## config.mk

```make
export PLATFORM = sky130hd
export DESIGN_NAME = gossip_packet_decoder_top
export DESIGN_NICKNAME = d
export VERILOG_FILES = /design/src/hdl/gpd_pkg.sv /design/src/hdl/gpd_front.sv /design/src/hdl/gpd_queue.sv /design/src/hdl/gpd_back.sv /design/src/hdl/gossip_packet_decoder_top.sv
export SDC_FILE = /design/constraint.sdc
export NUM_CORES = 1
export LEC_CHECK = 0
export ABC_AREA = 1
export CAP_MARGIN = 20
export CORE_ASPECT_RATIO = 0.7
export CORE_UTILIZATION = 64
export DETAILED_ROUTE_END_ITERATION = 8
export DONT_BUFFER_PORTS = 1
export HOLD_SLACK_MARGIN = 0.02
export PLACE_DENSITY = 0.88
export SYNTH_ARGS = -nofsm -noshare
export SYNTH_HDL_FRONTEND = slang
export SYNTH_SLANG_ARGS = --single-unit
```

## constraint.sdc

```tcl
create_clock -name clk_i -period 8.1 [get_ports clk_i]
set_clock_uncertainty 0.2 [all_clocks]
set_input_delay 0.81 -clock clk_i [delete_from_list [all_inputs] [get_ports clk_i]]
set_output_delay 0.81 -clock clk_i [all_outputs]
set_load 0.03 [all_outputs]
```

## src/hdl/gpd_pkg.sv

```systemverilog
// Shared types, codes and constants for the gossip packet decoder.
// Depends on nothing; every other file of the block imports it.
`timescale 1ns / 1ps
`default_nettype none

package gpd_pkg;

  localparam int unsigned QueueDepthDefault = 4;

  // Header positions of each packet layout
  localparam logic [3:0] IdLastPos      = 4'd7;
  localparam logic [3:0] DataIdEndPos   = 4'd8;
  localparam logic [3:0] DataPayloadPos = 4'd12;
  localparam logic [3:0] GossipIdPos    = 4'd2;
  localparam logic [3:0] GossipIdLast   = 4'd9;
  localparam logic [3:0] SingleDonePos  = 4'd8;

  localparam logic [7:0] TypeFirst = 8'd1;
  localparam logic [7:0] TypeLast  = 8'd4;

  typedef enum logic [2:0] {
    KIND_MSG_ID    = 3'd0,
    KIND_PEER_ID   = 3'd1,
    KIND_PAYLOAD   = 3'd2,
    KIND_GOSSIP_ID = 3'd3,
    KIND_END       = 3'd4
  } item_kind_e;

  typedef enum logic [1:0] {
    PK_DATA      = 2'd0,
    PK_GOSSIP    = 2'd1,
    PK_REQUEST   = 2'd2,
    PK_HEARTBEAT = 2'd3
  } pkt_kind_e;

  typedef enum logic [1:0] {
    ST_OK      = 2'd0,
    ST_UNKNOWN = 2'd1,
    ST_TRUNC   = 2'd2,
    ST_TRAIL   = 2'd3
  } status_e;

  typedef struct packed {
    item_kind_e  item_kind;
    logic [63:0] item_value;
    pkt_kind_e   packet_kind;
    status_e     status;
    logic        final_res;
  } gpd_result_t;

  // True once the packet's layout has been consumed in full
  function automatic logic structure_complete(pkt_kind_e kind, logic [3:0] pos,
                                              logic [31:0] rem);
    logic done;
    unique case (kind)
      PK_DATA:   done = (pos == DataPayloadPos) && (rem == 32'd0);
      PK_GOSSIP: done = (pos == GossipIdPos) && (rem == 32'd0);
      default:   done = (pos == SingleDonePos);
    endcase
    return done;
  endfunction

endpackage

`default_nettype wire

```

## src/hdl/gpd_front.sv

```systemverilog
// Front end: accepts packet bytes, tracks the packet layout and builds results.
// Depends on gpd_pkg; pushes results into gpd_queue.
`timescale 1ns / 1ps
`default_nettype none

module gpd_front import gpd_pkg::*; (
  input  wire logic        clk_i,
  input  wire logic        rst_ni,
  input  wire logic        in_valid_i,
  output logic             in_ready_o,
  input  wire logic [7:0]  data_byte_i,
  input  wire logic        end_of_packet_i,
  input  wire logic        full_i,
  output logic             push_o,
  output gpd_result_t      result_o
);

  logic        start_q, start_d;
  pkt_kind_e   kind_q, kind_d;
  logic [3:0]  pos_q, pos_d;
  logic [63:0] acc_q, acc_d;
  logic [31:0] rem_q, rem_d;
  status_e     err_q, err_d;

  logic        accept;
  logic        have;
  item_kind_e  hit_kind;
  logic [63:0] hit_value;
  logic [2:0]  gossip_lane;
  logic [63:0] gossip_base;
  status_e     final_status;

  assign in_ready_o  = !full_i;
  assign accept      = in_valid_i && in_ready_o;
  assign gossip_lane = 3'(pos_q - GossipIdPos);
  assign gossip_base = (pos_q == GossipIdPos) ? 64'd0 : acc_q;

  always_comb begin
    start_d   = start_q;
    kind_d    = kind_q;
    pos_d     = pos_q;
    acc_d     = acc_q;
    rem_d     = rem_q;
    err_d     = err_q;
    have      = 1'b0;
    hit_kind  = KIND_END;
    hit_value = 64'd0;

    if (start_q) begin
      start_d = 1'b0;
      pos_d   = 4'd0;
      acc_d   = 64'd0;
      rem_d   = 32'd0;
      if (data_byte_i >= TypeFirst && data_byte_i <= TypeLast) begin
        kind_d = pkt_kind_e'(2'(data_byte_i - TypeFirst));
        err_d  = ST_OK;
      end else begin
        kind_d = PK_DATA;
        err_d  = ST_UNKNOWN;
      end
    end else if (err_q == ST_OK) begin
      if (structure_complete(kind_q, pos_q, rem_q)) begin
        err_d = ST_TRAIL;
      end else begin
        unique case (kind_q)
          PK_DATA: begin
            if (pos_q < DataIdEndPos) begin
              acc_d = acc_q | (64'(data_byte_i) << {pos_q[2:0], 3'b000});
              pos_d = pos_q + 4'd1;
              if (pos_q == IdLastPos) begin
                have      = 1'b1;
                hit_kind  = KIND_MSG_ID;
                hit_value = acc_d;
              end
            end else if (pos_q < DataPayloadPos) begin
              rem_d = rem_q | (32'(data_byte_i) << {pos_q[1:0], 3'b000});
              pos_d = pos_q + 4'd1;
            end else begin
              rem_d     = rem_q - 32'd1;
              have      = 1'b1;
              hit_kind  = KIND_PAYLOAD;
              hit_value = 64'(data_byte_i);
            end
          end
          PK_GOSSIP: begin
            if (pos_q < GossipIdPos) begin
              rem_d = rem_q | (32'(data_byte_i) << {pos_q[1:0], 3'b000});
              pos_d = pos_q + 4'd1;
            end else begin
              acc_d = gossip_base | (64'(data_byte_i) << {gossip_lane, 3'b000});
              if (pos_q == GossipIdLast) begin
                pos_d     = GossipIdPos;
                rem_d     = rem_q - 32'd1;
                have      = 1'b1;
                hit_kind  = KIND_GOSSIP_ID;
                hit_value = acc_d;
              end else begin
                pos_d = pos_q + 4'd1;
              end
            end
          end
          default: begin
            acc_d = acc_q | (64'(data_byte_i) << {pos_q[2:0], 3'b000});
            pos_d = pos_q + 4'd1;
            if (pos_q == IdLastPos) begin
              have      = 1'b1;
              hit_kind  = (kind_q == PK_REQUEST) ? KIND_MSG_ID : KIND_PEER_ID;
              hit_value = acc_d;
            end
          end
        endcase
      end
    end

    // status on the closing byte, judged on the updated layout state
    final_status = err_d;
    if (err_d == ST_OK && !structure_complete(kind_d, pos_d, rem_d)) begin
      final_status = ST_TRUNC;
    end

    result_o.item_kind   = hit_kind;
    result_o.item_value  = hit_value;
    result_o.packet_kind = kind_d;
    result_o.status      = end_of_packet_i ? final_status : ST_OK;
    result_o.final_res   = end_of_packet_i;
    push_o               = accept && (have || end_of_packet_i);

    if (end_of_packet_i) begin
      start_d = 1'b1;
      kind_d  = PK_DATA;
      pos_d   = 4'd0;
      acc_d   = 64'd0;
      rem_d   = 32'd0;
      err_d   = ST_OK;
    end
  end

  always_ff @(posedge clk_i or negedge rst_ni) begin
    if (!rst_ni) begin
      start_q <= 1'b1;
      kind_q  <= PK_DATA;
      pos_q   <= 4'd0;
      acc_q   <= 64'd0;
      rem_q   <= 32'd0;
      err_q   <= ST_OK;
    end else if (accept) begin
      start_q <= start_d;
      kind_q  <= kind_d;
      pos_q   <= pos_d;
      acc_q   <= acc_d;
      rem_q   <= rem_d;
      err_q   <= err_d;
    end
  end

endmodule

`default_nettype wire

```

## src/hdl/gpd_queue.sv

```systemverilog
// Short result queue between the parsing front end and the output stage.
// Depends on gpd_pkg for the result record.
`timescale 1ns / 1ps
`default_nettype none

module gpd_queue import gpd_pkg::*; #(
  parameter int unsigned QueueDepth = QueueDepthDefault
) (
  input  wire logic        clk_i,
  input  wire logic        rst_ni,
  input  wire logic        push_i,
  input  wire gpd_result_t push_data_i,
  output logic             full_o,
  input  wire logic        pop_i,
  output logic             head_valid_o,
  output gpd_result_t      head_o
);

  localparam int unsigned PtrW = $clog2(QueueDepth);
  localparam int unsigned CntW = $clog2(QueueDepth + 1);

  gpd_result_t       entry_q [QueueDepth];
  logic [PtrW-1:0]   wr_q, wr_d;
  logic [PtrW-1:0]   rd_q, rd_d;
  logic [CntW-1:0]   cnt_q, cnt_d;

  assign full_o       = (cnt_q == CntW'(QueueDepth));
  assign head_valid_o = (cnt_q != '0);
  assign head_o       = entry_q[rd_q];

  always_comb begin
    wr_d  = wr_q;
    rd_d  = rd_q;
    cnt_d = cnt_q;
    if (push_i) begin
      wr_d = (wr_q == PtrW'(QueueDepth - 1)) ? '0 : wr_q + 1'b1;
    end
    if (pop_i) begin
      rd_d = (rd_q == PtrW'(QueueDepth - 1)) ? '0 : rd_q + 1'b1;
    end
    if (push_i && !pop_i) begin
      cnt_d = cnt_q + 1'b1;
    end else if (pop_i && !push_i) begin
      cnt_d = cnt_q - 1'b1;
    end
  end

  always_ff @(posedge clk_i or negedge rst_ni) begin
    if (!rst_ni) begin
      wr_q  <= '0;
      rd_q  <= '0;
      cnt_q <= '0;
    end else begin
      wr_q  <= wr_d;
      rd_q  <= rd_d;
      cnt_q <= cnt_d;
    end
  end

  always_ff @(posedge clk_i) begin
    if (push_i) begin
      entry_q[wr_q] <= push_data_i;
    end
  end

`ifndef SYNTH
  a_no_push_full: assert property (@(posedge clk_i) disable iff (!rst_ni)
    full_o |-> !push_i)
    else $error("push into full result queue");

  a_no_pop_empty: assert property (@(posedge clk_i) disable iff (!rst_ni)
    pop_i |-> head_valid_o)
    else $error("pop from empty result queue");

  a_cnt_bound: assert property (@(posedge clk_i) disable iff (!rst_ni)
    cnt_q <= CntW'(QueueDepth))
    else $error("result queue count out of range");

  a_cnt_track: assert property (@(posedge clk_i) disable iff (!rst_ni)
    (push_i && !pop_i) |=> (cnt_q == $past(cnt_q) + 1'b1))
    else $error("result queue count lost a push");
`endif

endmodule

`default_nettype wire

```

## src/hdl/gpd_back.sv

```systemverilog
// Output stage: drains the result queue into a registered output channel.
// Depends on gpd_pkg for the result record.
`timescale 1ns / 1ps
`default_nettype none

module gpd_back import gpd_pkg::*; (
  input  wire logic        clk_i,
  input  wire logic        rst_ni,
  input  wire logic        head_valid_i,
  input  wire gpd_result_t head_i,
  output logic             pop_o,
  output logic             out_valid_o,
  input  wire logic        out_ready_i,
  output gpd_result_t      out_o
);

  logic        valid_q, valid_d;
  gpd_result_t res_q;

  assign pop_o       = head_valid_i && (!valid_q || out_ready_i);
  assign out_valid_o = valid_q;
  assign out_o       = res_q;

  always_comb begin
    valid_d = valid_q;
    if (pop_o) begin
      valid_d = 1'b1;
    end else if (out_ready_i) begin
      valid_d = 1'b0;
    end
  end

  always_ff @(posedge clk_i or negedge rst_ni) begin
    if (!rst_ni) begin
      valid_q <= 1'b0;
    end else begin
      valid_q <= valid_d;
    end
  end

  always_ff @(posedge clk_i) begin
    if (pop_o) begin
      res_q <= head_i;
    end
  end

endmodule

`default_nettype wire

```

## src/hdl/gossip_packet_decoder_top.sv

```systemverilog
// Gossip packet decoder, top level: front end, result queue and output stage.
// Depends on gpd_pkg, gpd_front, gpd_queue and gpd_back.
`timescale 1ns / 1ps
`default_nettype none

// Streaming decoder for gossip datagrams, one byte per transfer with a mark on
// the last byte. The first byte picks the type (1 data, 2 gossip, 3 request,
// 4 heartbeat); multi-byte fields are little-endian. Each completed id and each
// payload byte comes out as a result transfer as soon as it is known, and the
// last byte of a packet always yields a closing result (final_res_o high) with
// the status: ok, unknown type, truncated or trailing bytes. A malformed packet
// is flagged only in that closing result, so items before it are provisional.
// Rate: one byte per clock. The front end parses each byte combinationally;
// each result is registered in a QueueDepth-entry queue and then in the output
// register, so the input keeps taking bytes while results wait and stalls only
// when the queue fills under output back-pressure.
module gossip_packet_decoder_top import gpd_pkg::*; #(
  parameter int unsigned QueueDepth = QueueDepthDefault
) (
  input  wire logic        clk_i,
  input  wire logic        rst_ni,
  // byte input channel
  input  wire logic        in_valid_i,
  output logic             in_ready_o,
  input  wire logic [7:0]  data_byte_i,
  input  wire logic        end_of_packet_i,
  // result channel
  output logic             out_valid_o,
  input  wire logic        out_ready_i,
  output logic [2:0]       item_kind_o,
  output logic [63:0]      item_value_o,
  output logic [1:0]       packet_kind_o,
  output logic [1:0]       status_o,
  output logic             final_res_o
);

  logic        push;
  gpd_result_t push_data;
  logic        full;
  logic        pop;
  logic        head_valid;
  gpd_result_t head;
  gpd_result_t out_res;

  // Parser: one byte per transfer, emits at most one result per byte
  gpd_front u_front (
    .clk_i           (clk_i),
    .rst_ni          (rst_ni),
    .in_valid_i      (in_valid_i),
    .in_ready_o      (in_ready_o),
    .data_byte_i     (data_byte_i),
    .end_of_packet_i (end_of_packet_i),
    .full_i          (full),
    .push_o          (push),
    .result_o        (push_data)
  );

  // Decouples parsing from output back-pressure
  gpd_queue #(
    .QueueDepth (QueueDepth)
  ) u_queue (
    .clk_i        (clk_i),
    .rst_ni       (rst_ni),
    .push_i       (push),
    .push_data_i  (push_data),
    .full_o       (full),
    .pop_i        (pop),
    .head_valid_o (head_valid),
    .head_o       (head)
  );

  // Registered output, refilled in the cycle its result is taken
  gpd_back u_back (
    .clk_i        (clk_i),
    .rst_ni       (rst_ni),
    .head_valid_i (head_valid),
    .head_i       (head),
    .pop_o        (pop),
    .out_valid_o  (out_valid_o),
    .out_ready_i  (out_ready_i),
    .out_o        (out_res)
  );

  assign item_kind_o   = out_res.item_kind;
  assign item_value_o  = out_res.item_value;
  assign packet_kind_o = out_res.packet_kind;
  assign status_o      = out_res.status;
  assign final_res_o   = out_res.final_res;

endmodule

`default_nettype wire
```

Yosys cells after proc, flatten, opt, wreduce, memory -nomap -nowiden:

Memories as Yosys holds them, arrays and structs flattened. A register that Yosys moved wholly into a read port is not among the register bits.
Cells that the tools add are included.

* add/sub/neg operators: 8
* $lt $le $gt $ge: 5
* equality and inequality tests: 17
* shift-type cells: 3
* multiplexer cells: 78
* bitwise gates (word level): 3
* reduce and logical (&&, ||, !) cells: 29

Operators by type and width (number)
* 2-to-1 mux 64 bit: 14
* 2-to-1 mux 32 bit: 8
* one-hot mux 64 bit (2 select lines): 2
* bitwise OR 64 bit: 2
* left shift 8 x 6 -> 64 bit: 2
* zero test 32 bit: 2
* one-hot mux 32 bit (2 select lines): 1
* 2-to-1 mux 3 bit: 11
* 2-to-1 mux 4 bit: 8
* bitwise OR 32 bit: 1
* left shift 8 x 5 -> 32 bit: 1
* subtractor 32 x 1 -> 32 bit, second input constant: 1
* 2-to-1 mux 2 bit: 11
* equality test 4 bit, second input constant: 5
* 2-to-1 mux 1 bit: 17
* logical AND 1 bit: 11
* equality test 4 x 2 -> 1 bit, second input constant: 2
* greater-or-equal comparator 8 x 1 -> 1 bit, second input constant: 1
* less-or-equal comparator 8 x 3 -> 1 bit, second input constant: 1
* zero test 2 bit: 4
* less-than comparator 4 bit, second input constant: 2
* 2-to-1 mux 8 bit: 1
* one-hot mux 4 bit (2 select lines): 1
* equality test 2 bit, second input constant: 3
* other kinds (20): 31

* register bits: 113
* bits in writable memories: 288
* input port bits: 13
* output and inout bits: 74
* memories kept: 1

Memory list
* u_queue.entry_q: depth 4, width 72, rd ports 1, clocked after Yosys merged registers in 1, write ports 1, line gpd_queue.sv:22 `gpd_result_t entry_q [QueueDepth];`

Longest topological paths before layout:

Gate-level depths: netlist of run 1.

* depth in word-level cells: 15
* gate-level depth with buffers: 24
* mapped depth without buffers: 21

Modules after synthesis:

From an unflattened synthesis of run 1, not the netlist that was laid out.

* cell total of the unflattened synthesis: 2536
* area total of the unflattened synthesis: 23772.8 um^2

By module, submodules not included
* gpd_queue: instances 1, cells an instance 892, area each 11800.1 um^2, seq. area each 8823.5 um^2
* gpd_front: instances 1, cells an instance 1566, area each 9761.9 um^2, seq. area each 2628.8 um^2
* gpd_back: instances 1, cells an instance 78, area each 2210.9 um^2, seq. area each 2187.1 um^2

Worst setup path after synthesis of run 1:

OpenSTA, ideal clock, no wires.

* kind: input to register
* start: input port out_ready_i
* end: register u_queue.cnt_q[1]
* library setup time: 0.123 ns
* data arrival time: 5.886 ns
* data required time: 7.777 ns
* slack: 1.891 ns
* cell stages on the path: 8
* path buffers: 0
* cell sequence: nor2_1 > a31oi_1 > inv_1 > ha_1 > inv_1 > fa_1 > nor2_1 > a21oi_1

* cells in the longest elaborated chain, start to end: 5
* elaborated cells on any way between the ends: 7
* classes of those cells: mux (1); reduce/logical (6)

Ends and longest elaborated chain
* start, declared: line gossip_packet_decoder_top.sv:29 `input wire logic out_ready_i,`
* logical OR 1 bit: line gpd_back.sv:20 `assign pop_o = head_valid_i && (!valid_q || out_ready_i);`
* logical AND 1 bit: line gpd_back.sv:20
* via pop: line gossip_packet_decoder_top.sv:40 `logic pop;`
* zero test 1 bit: line gpd_queue.sv:41 `if (push_i && !pop_i) begin`
* logical AND 1 bit: line gpd_queue.sv:41
* 2-to-1 mux 3 bit: line gpd_queue.sv:41
* via u_queue.cnt_d[1]: line gpd_queue.sv:25 `logic [CntW-1:0] cnt_q, cnt_d;`
* end signal, assigned: line gpd_queue.sv:56 `cnt_q <= cnt_d;`
* end, declared: line gpd_queue.sv:25

The timed path passes the listed nets, and every way through them passes these cells.
A chain may end at the register's enable or synchronous reset.

Worst setup path after layout of run 1:

* start: register u_front.pos_q[1]
* end: memory u_queue.entry_q[3][53] in the netlist's numbering (enable)

* cells in the longest elaborated chain, start to end: 12
* elaborated cells on any way between the ends: 26
* classes of those cells: order compare (3); eq/ne (5); mux (14); reduce/logical (4)

Ends and longest elaborated chain
* start, declared: line gpd_front.sv:20 `logic [3:0] pos_q, pos_d;`
* start signal, assigned: line gpd_front.sv:149 `pos_q <= pos_d;`
* branches (longest 5 deep; another with less-than comparator 4 bit)
* 2-to-1 mux 1 bit (*): line gpd_front.sv:62 `if (structure_complete(kind_q, pos_q, rem_q)) begin`
* 2-to-1 mux 1 bit (*): line gpd_front.sv:61 `end else if (err_q == ST_OK) begin`
* 2-to-1 mux 1 bit (*): line gpd_front.sv:49 `if (start_q) begin`
* logical OR 1 bit (*): line gpd_front.sv:126 `push_o = accept && (have || end_of_packet_i);`
* logical AND 1 bit (*): line gpd_front.sv:126
* 2-to-1 mux 1 bit (*): line gpd_queue.sv:61 `if (push_i) begin`
* 2-to-1 mux 1 bit (implied by the code) (*): line gpd_queue.sv:62 `entry_q[wr_q] <= push_data_i;`
* end, declared: line gpd_queue.sv:22

Mark *: on every way between the ends. The select of a mux whose other input is x is not followed.

==> results of run 1 <==
report_power, final:
group | switching [W] | leakage, nW | internal, W
Sequential | 0.000639 | 4.95 | 0.00316
Clock | 0.000918 | 0.647 | 0.00106
Combinational | 0.00211 | 3.47 | 0.000709
Total | 0.00366 | 9.07 | 0.00493
layout make-up:
type | instances | area share (%)
flip-flops and latches | 473 | 55.5
multi-input cells | 1587 | 32.6
clock buffers | 59 | 4.63
inverters | 194 | 3.00
well taps | 472 | 2.40
repair buffers | 27 | 1.04
clock inverters | 19 | 0.795
layout by cell type (no fill, tap or decap), types with 24 or more instances in the layout:
cell type and n:
nand2_1 383, edfxtp_1 360, nor2_1 299, o21ai_0 298, inv_1 177, o22ai_1 173, dfrtp_1 110, a21oi_1 108
nand3_1 89, o2111ai_1 51, clkbuf_16 43, nor3_1 36, or2_2 29, buf_4 24
cell families (layout without fill, tap and decap cells):
logic type,Yosys count,after routing,share of synthesized area [%]
XOR/XNOR,11,11,0.419
buffers and inverters,345,299,6.06
AO/OA/AOI/OAI,679,679,17.1
flip-flops,473,473,59.4
AND/OR/NAND/NOR,880,880,16.1
adder cells (fa/ha/maj),17,17,0.959
layer usage:
layer	GRT usage, %	routed length, um	vias up
met4	11.3	2250	4
met3	12.5	9910	232
li1	-	-	8322
met5	0	23	-
met2	55.1	29600	1412
met1	52.7	27000	9170
registers in the layout (all words and copies together) (netlist names):
register / flops
u_back.out_o: 72
u_back.out_valid_o: 1
u_front.acc_q: 64
u_front.err_q: 2
u_front.kind_q: 2
u_front.pos_q: 4
u_front.rem_q: 32
u_front.start_q: 1
u_queue.cnt_q: 3
u_queue.entry_q: 288
u_queue.rd_q: 2
u_queue.wr_q: 2
worst min path at each step:
stage	end	slack, ns
2_1_floorplan	u_front.acc_q[10]	0.27
3_3_place_gp	u_front.acc_q[10]	0.30
3_5_place_dp	u_front.acc_q[10]	0.31
4_1_cts	u_front.rem_q[4]	0.03
5_1_grt	u_front.rem_q[22]	0.03
6_report	u_front.rem_q[27]	-0.04
timing repair:
| item | CTS | global route |
|---|---|---|
| setup buffers | 0 | 0 |
| resized for setup | 0 | 0 |
| hold endpoints to repair | 113 | 0 |
| hold buffers | 1 | 0 |
stage by stage:
stage | hold slack (ns) | power [W] | setup WS, ns | cell area [sq um]
5_1_grt | 0.0315 | 0.00897 | 2.52 | 24600
6_report | -0.0356 | 0.00860 | 2.87 | 24600
3_3_place_gp | 0.304 | 0.00640 | 3.18 | 23200
2_1_floorplan | 0.275 | 0.00566 | 1.89 | 23000
3_5_place_dp | 0.308 | 0.00651 | 3.02 | 23200
4_1_cts | 0.0303 | 0.00850 | 2.98 | 24500
==> summary.md, run 1 <==
| Metric | Value |
|---|---|
| Worst path bufs/invs | `4` |
| H-tree level count | `2` |
| Worst setup SP type | `register` |
| Ranking of synthesized cells by area | `edfxtp_1 (47%), dfrtp_1 (12%), o21ai_0 (6.5%), nand2_1 (6.3%), nor2_1 (5.0%)` |
| WP data required | `8.09 ns` |
| CP endpoint | `u_queue.entry_q[3][53]` |
| Number of synthesized flops with an enable pin | `360` |
| Antenna violations before repair | `3` |
| Util after Layout | `70.1%` |
| DRT Pass-1 Iters | `6` |
| Asr flop ratio synth | `23.9%` |
| Total grt overflow | `0` |
| Drt initial violations | `3349` |
| RSZ-0062 raised after global routing | `false` |
| Yosys reg bits | `473` |
| Skew-Pair Late Insertion Delay | `0.58 ns` |
| Critical R2R Launch | `u_front.pos_q[1]` |
| Yosys top cell by area | `edfxtp_1` |
| Syn. warnings | `0` |
| Die Area | `36700 sq um` |
| Root Driver | `clkbuf_16` |
| Register area share after synthesis | `59.4%` |
| Worst hold margin | `-0.0356 ns` |
| Die W | `228 um` |
| Max-slew violations | `0` |
| Routed WL | `68.8 mm` |
| Top cells by count, synth | `nand2_1 (383), edfxtp_1 (360), nor2_1 (304), o21ai_0 (298), inv_1 (177)` |
| Std-Cell Rows | `57` |
| Maxcap violations | `0` |
| DP Wirelength | `44.1 mm` |
| Detail Route Antenna Nets | `0` |
| Via density | `6.76` |
| CP startpoint | `u_front.pos_q[1]` |
| CP endpoint kind | `register` |
| Cell count after synthesis | `2405` |
| Relative slew slack | `24.8%` |
| Largest delay contributor family on the critical path | `buffers and inverters` |
| Wire length of the first global-routing pass | `105 mm` |
| Worst-Margin Slew | `1.12 ns` |
| # fillers | `2470` |
| Largest stage delay, worst path | `0.75 ns` |
| Clk sinks | `473` |
| Vias in the first global route | `17700` |
| Initial Utilization | `65.6%` |
| Cts bufs inserted | `43` |
| Vias | `19100` |
| DRC | `0` |
| Multi-input gate area | `8000 sq um` |
| Critical R2R Capture | `u_queue.entry_q[3][53]` |
| WP depth | `14` |
| Synth top area share | `47.1%` |
| Crit path max fanout | `59` |
| Unique cell type count in the Yosys netlist | `51` |
| Post-Layout Cell Count | `2831` |
| Crit share post-route | `64.5%` |
| Port Buffer Count | `0` |
| Synthesized Nets | `2435` |
| Slowest CP cell | `buf_4` |
| Syn Area/Cell | `9.55 sq um` |
| Status | `complete, but fails checks` |
| Pwr Density | `350 nW/um^2` |
| Seq. cell area | `13600 sq um` |
| Setup TNS | `0 ns` |
| RD Place Congestion | `0.976` |
| Largest net degree at the start of global routing | `114` |
| DR WL/cell | `24.3 um` |
| Tot GR Track Use | `37.3%` |
| Synthesized cell area | `23000 sq um` |
| CTS Buffer Depth | `3` |
| Critical-path cell list | `clkinv_1 > ha_1 > inv_1 > o21ai_4 > nand2_4 > inv_2 > nand3_2 > nand3_4 > nor2_2 > o2111ai_1 > nand2_1 > nand2_1 > nor2_4 > buf_4` |
| Post-placement cell count | `2751` |
| Failing checks | `negative hold slack` |
| Max Clock Freq | `0.191 GHz` |
| Min-Delay Path Class | `in2async` |
| Vert. Die Dim | `161 um` |
| CTS tree | `done` |
| Nets | `2356` |
| # IOs | `87` |
| Clock transition at path regs | `0.07 ns` |
| Peak VDD IR | `0.000362 V` |
| Core ar. | `35000 sq um` |
| Minimum clock period | `5.23 ns` |
| Top FF cell, synth | `edfxtp_1` |
| Flop2flop setup slack | `2.87 ns` |
| Most frequent cell after synthesis | `nand2_1` |
| CP dominant cell by count | `nand2_1` |
| Pleak | `9.07 nW` |
| Setup violations, final | `0` |
| Layout cells sized above 1 | `6.70%` |
| R2R cell count | `14` |
| N_diodes | `0` |
| Arr. time, crit path | `5.22 ns` |
| Crit Path Category | `reg2reg` |
| P&R area growth vs syn | `6.92%` |
| Final Hold Viols | `26` |
(Power assumes the default switching activity.)
==> inputs of run 2 (changes only) <==
- CORE_UTILIZATION: 64 -> 58
- PLACE_DENSITY: 0.88 -> 0.84
- clock period: 8.1 -> 4.7 ns (I/O delays scaled with it)
==> run 2 against run 1 <==
Compared with the run above:
- the run now ends clean
- worst hold slack better by 0.13 ns
- sequential power up 72%
- combinational power up 76%
- via count down 0.35%
- register-to-register slack worse by 2.5 ns
==> summary.md, run 2 (synthesis results as in run 1) <==
| Metric | Value |
|---|---|
| Min-Delay Path Class | `in2reg (was in2async)` |
| Setup TNS | `0 ns (unchanged)` |
| Gate power share | `32.4% (was 32.8%)` |
| N_diodes | `0 (unchanged)` |
| RD Place Congestion | `1.05 (was 0.976)` |
| Relative slew slack | `27.5% (was 24.8%)` |
| Initial Utilization | `59.3% (was 65.6%)` |
| Most common cell after layout, fill and taps aside | `nand2_1 (unchanged)` |
| Clk network pwr share | `24.9% (was 23.0%)` |
| Worst hold margin | `0.0925 ns (was -0.0356 ns)` |
| Nets | `2380 (was 2356)` |
| Final Hold Viols | `0 (was 26)` |
| Sw Ratio | `41.8% (was 42.6%)` |
| Most frequent cells in the layout | `nand2_1 (383), edfxtp_1 (360), nor2_1 (299) (unchanged)` |
| Psw | `0.00639 W (was 0.00366 W)` |
| Minimum clock period | `4.35 ns (was 5.23 ns)` |
| Layout cells sized above 1 | `8.01% (was 6.70%)` |
| Pwr Density | `610 nW/um^2 (was 350 nW/um^2)` |
| Pleak | `9.29 nW (was 9.07 nW)` |
| Cts bufs inserted | `44 (was 43)` |
| Core ar. | `38700 sq um (was 35000 sq um)` |
| DRC | `0 (unchanged)` |
| H-tree level count | `2 (unchanged)` |
| Util after Layout | `64.7% (was 70.1%)` |
| CTS tree | `done (unchanged)` |
| Post-CTS Setup Bufs | `0 (unchanged)` |
| Peak VDD IR | `0.000501 V (was 0.000362 V)` |
| Total Power | `0.0153 W (was 0.00860 W)` |
| Internal | `0.00891 W (was 0.00493 W)` |
| Final setup margin | `0.347 ns (was 2.87 ns)` |
| CTS Buffer Depth | `3 (unchanged)` |
| Crit Path Category | `reg2reg (unchanged)` |
| Tot GR Track Use | `34.7% (was 37.3%)` |
| Maxcap violations | `0 (unchanged)` |
| Std-Cell Rows | `60 (was 57)` |
| Skew-Pair Late Insertion Delay | `0.59 ns (was 0.58 ns)` |
| Die Area | `40400 sq um (was 36700 sq um)` |
| Die W | `240 um (was 228 um)` |
| Flop2flop setup slack | `0.35 ns (was 2.87 ns)` |
| Clk sinks | `473 (unchanged)` |
| Seq pwr share | `42.7% (was 44.2%)` |
| Largest net degree at the start of global routing | `114 (unchanged)` |
| Worst setup SP type | `register (unchanged)` |
| Total grt overflow | `0 (unchanged)` |
| Crit share post-route | `92.6% (was 64.5%)` |
| WP data required | `4.94 ns (was 8.09 ns)` |
| P&R area growth vs syn | `9.11% (was 6.92%)` |
| DRT Pass-1 Iters | `7 (was 6)` |
| Seq. cell area | `13600 sq um (unchanged)` |
| Detail Route Antenna Nets | `0 (unchanged)` |
| Wire length of the first global-routing pass | `106 mm (was 105 mm)` |
| Max-slew violations | `0 (unchanged)` |
| Worst-Margin Slew | `1.09 ns (was 1.12 ns)` |
| Vert. Die Dim | `169 um (was 161 um)` |
| Largest register FFs | `288 (unchanged)` |
| DP Wirelength | `45.6 mm (was 44.1 mm)` |
| Root Driver | `clkbuf_16 (unchanged)` |
| Setup violations, final | `0 (unchanged)` |
| Port Buffer Count | `0 (unchanged)` |
| CP endpoint kind | `register (unchanged)` |
| Antenna violations before repair | `1 (was 3)` |
| Multi-input gate area | `8000 sq um (unchanged)` |
| Arr. time, crit path | `4.59 ns (was 5.22 ns)` |
| Top reg by flops | `u_queue.entry_q (unchanged)` |
| Via density | `6.55 (was 6.76)` |
| Vias | `19100 (about the same)` |
| Drt initial violations | `3265 (was 3349)` |
| RSZ-0062 raised after global routing | `false (unchanged)` |
| # fillers | `3050 (was 2470)` |
| Place WS | `0.529 ns (was 3.02 ns)` |
| Clock transition at path regs | `0.07 ns (about the same)` |
| Routed WL | `70.5 mm (was 68.8 mm)` |
| Status | `complete, no violations (was complete, but fails checks)` |
| Max Clock Freq | `0.230 GHz (was 0.191 GHz)` |
| DR WL/cell | `24.2 um (was 24.3 um)` |
| Crit path max fanout | `16 (was 59)` |
| Vias in the first global route | `17600 (was 17700)` |
| # IOs | `87 (unchanged)` |
[run 2: worst paths after layout]
| kind | from | endpoint | depth (start not counted) |
|---|---|---|---|
| setup / recovery | u_front.pos_q[1] | u_queue.cnt_q[2] | 19 |
| hold / removal | end_of_packet_i | u_queue.entry_q[3][2] | 2 |
| setup reg to reg | u_front.pos_q[1] | u_queue.cnt_q[2] | 19 |
| hold reg to reg | u_front.acc_q[10] | u_front.acc_q[10] | 2 |
| max in group asynchronous | rst_ni | u_queue.rd_q[0] | 2 |
| min in group asynchronous | rst_ni | u_front.rem_q[20] | 2 |
[run 2: final cells by class]
class / count / area share (%)
tap: 527 / 2.63
multi-input combinational: 1587 / 31.9
clock buffer: 54 / 4.54
inverter: 194 / 2.94
sequential: 473 / 54.4
clock inverter: 28 / 1.54
timing repair buffer: 50 / 1.99
[run 2: critical path, stage by stage, from the launching register on]
cell	delay, ns
dfrtp_1	0.68
clkinv_1	0.19
ha_1	0.24
inv_1	0.12
o21ai_4	0.08
nand2_4	0.09
inv_2	0.04
nand3_2	0.09
nand3_4	0.16
nor2_2	0.17
o2111ai_1	0.27
nand2_1	0.34
nand2_1	0.34
inv_2	0.19
ha_1	0.16
inv_1	0.06
fa_1	0.38
a21oi_1	0.14
o21ai_0	0.11
xor2_1	0.15
[run 2: timing repair]
item,CTS,global route
setup endpoints to repair,0,0
gates resized for setup,0,0
hold buffers,4,0
hold endpoints to repair,120,0
[run 2: routing by layer]
metal,part of all wire (%),up-vias,track usage (%)
met4,2.9,2,9.14
met3,14,187,9.65
li1,-,8365,-
met5,0.011,-,0
met2,43,1432,50.3
met1,40,9087,51.5
[run 2: metrics by stage]
stage	instance area, sq um	std cells
2_1_floorplan	23000	2405
3_3_place_gp	23500	2826
3_5_place_dp	23500	2827
4_1_cts	25100	2913
5_1_grt	25100	2913
6_report	25100	2913
[run 2: power by group through the flow]
stage	clock, W	sequential (W)	combinational (W)
after floorplan	0	0.00643	0.00331
after global placement	0	0.00658	0.00465
after detailed placement	0	0.00661	0.00473
after CTS	0.00381	0.00653	0.00479
after global routing	0.00398	0.00661	0.00536
final	0.00381	0.00653	0.00496
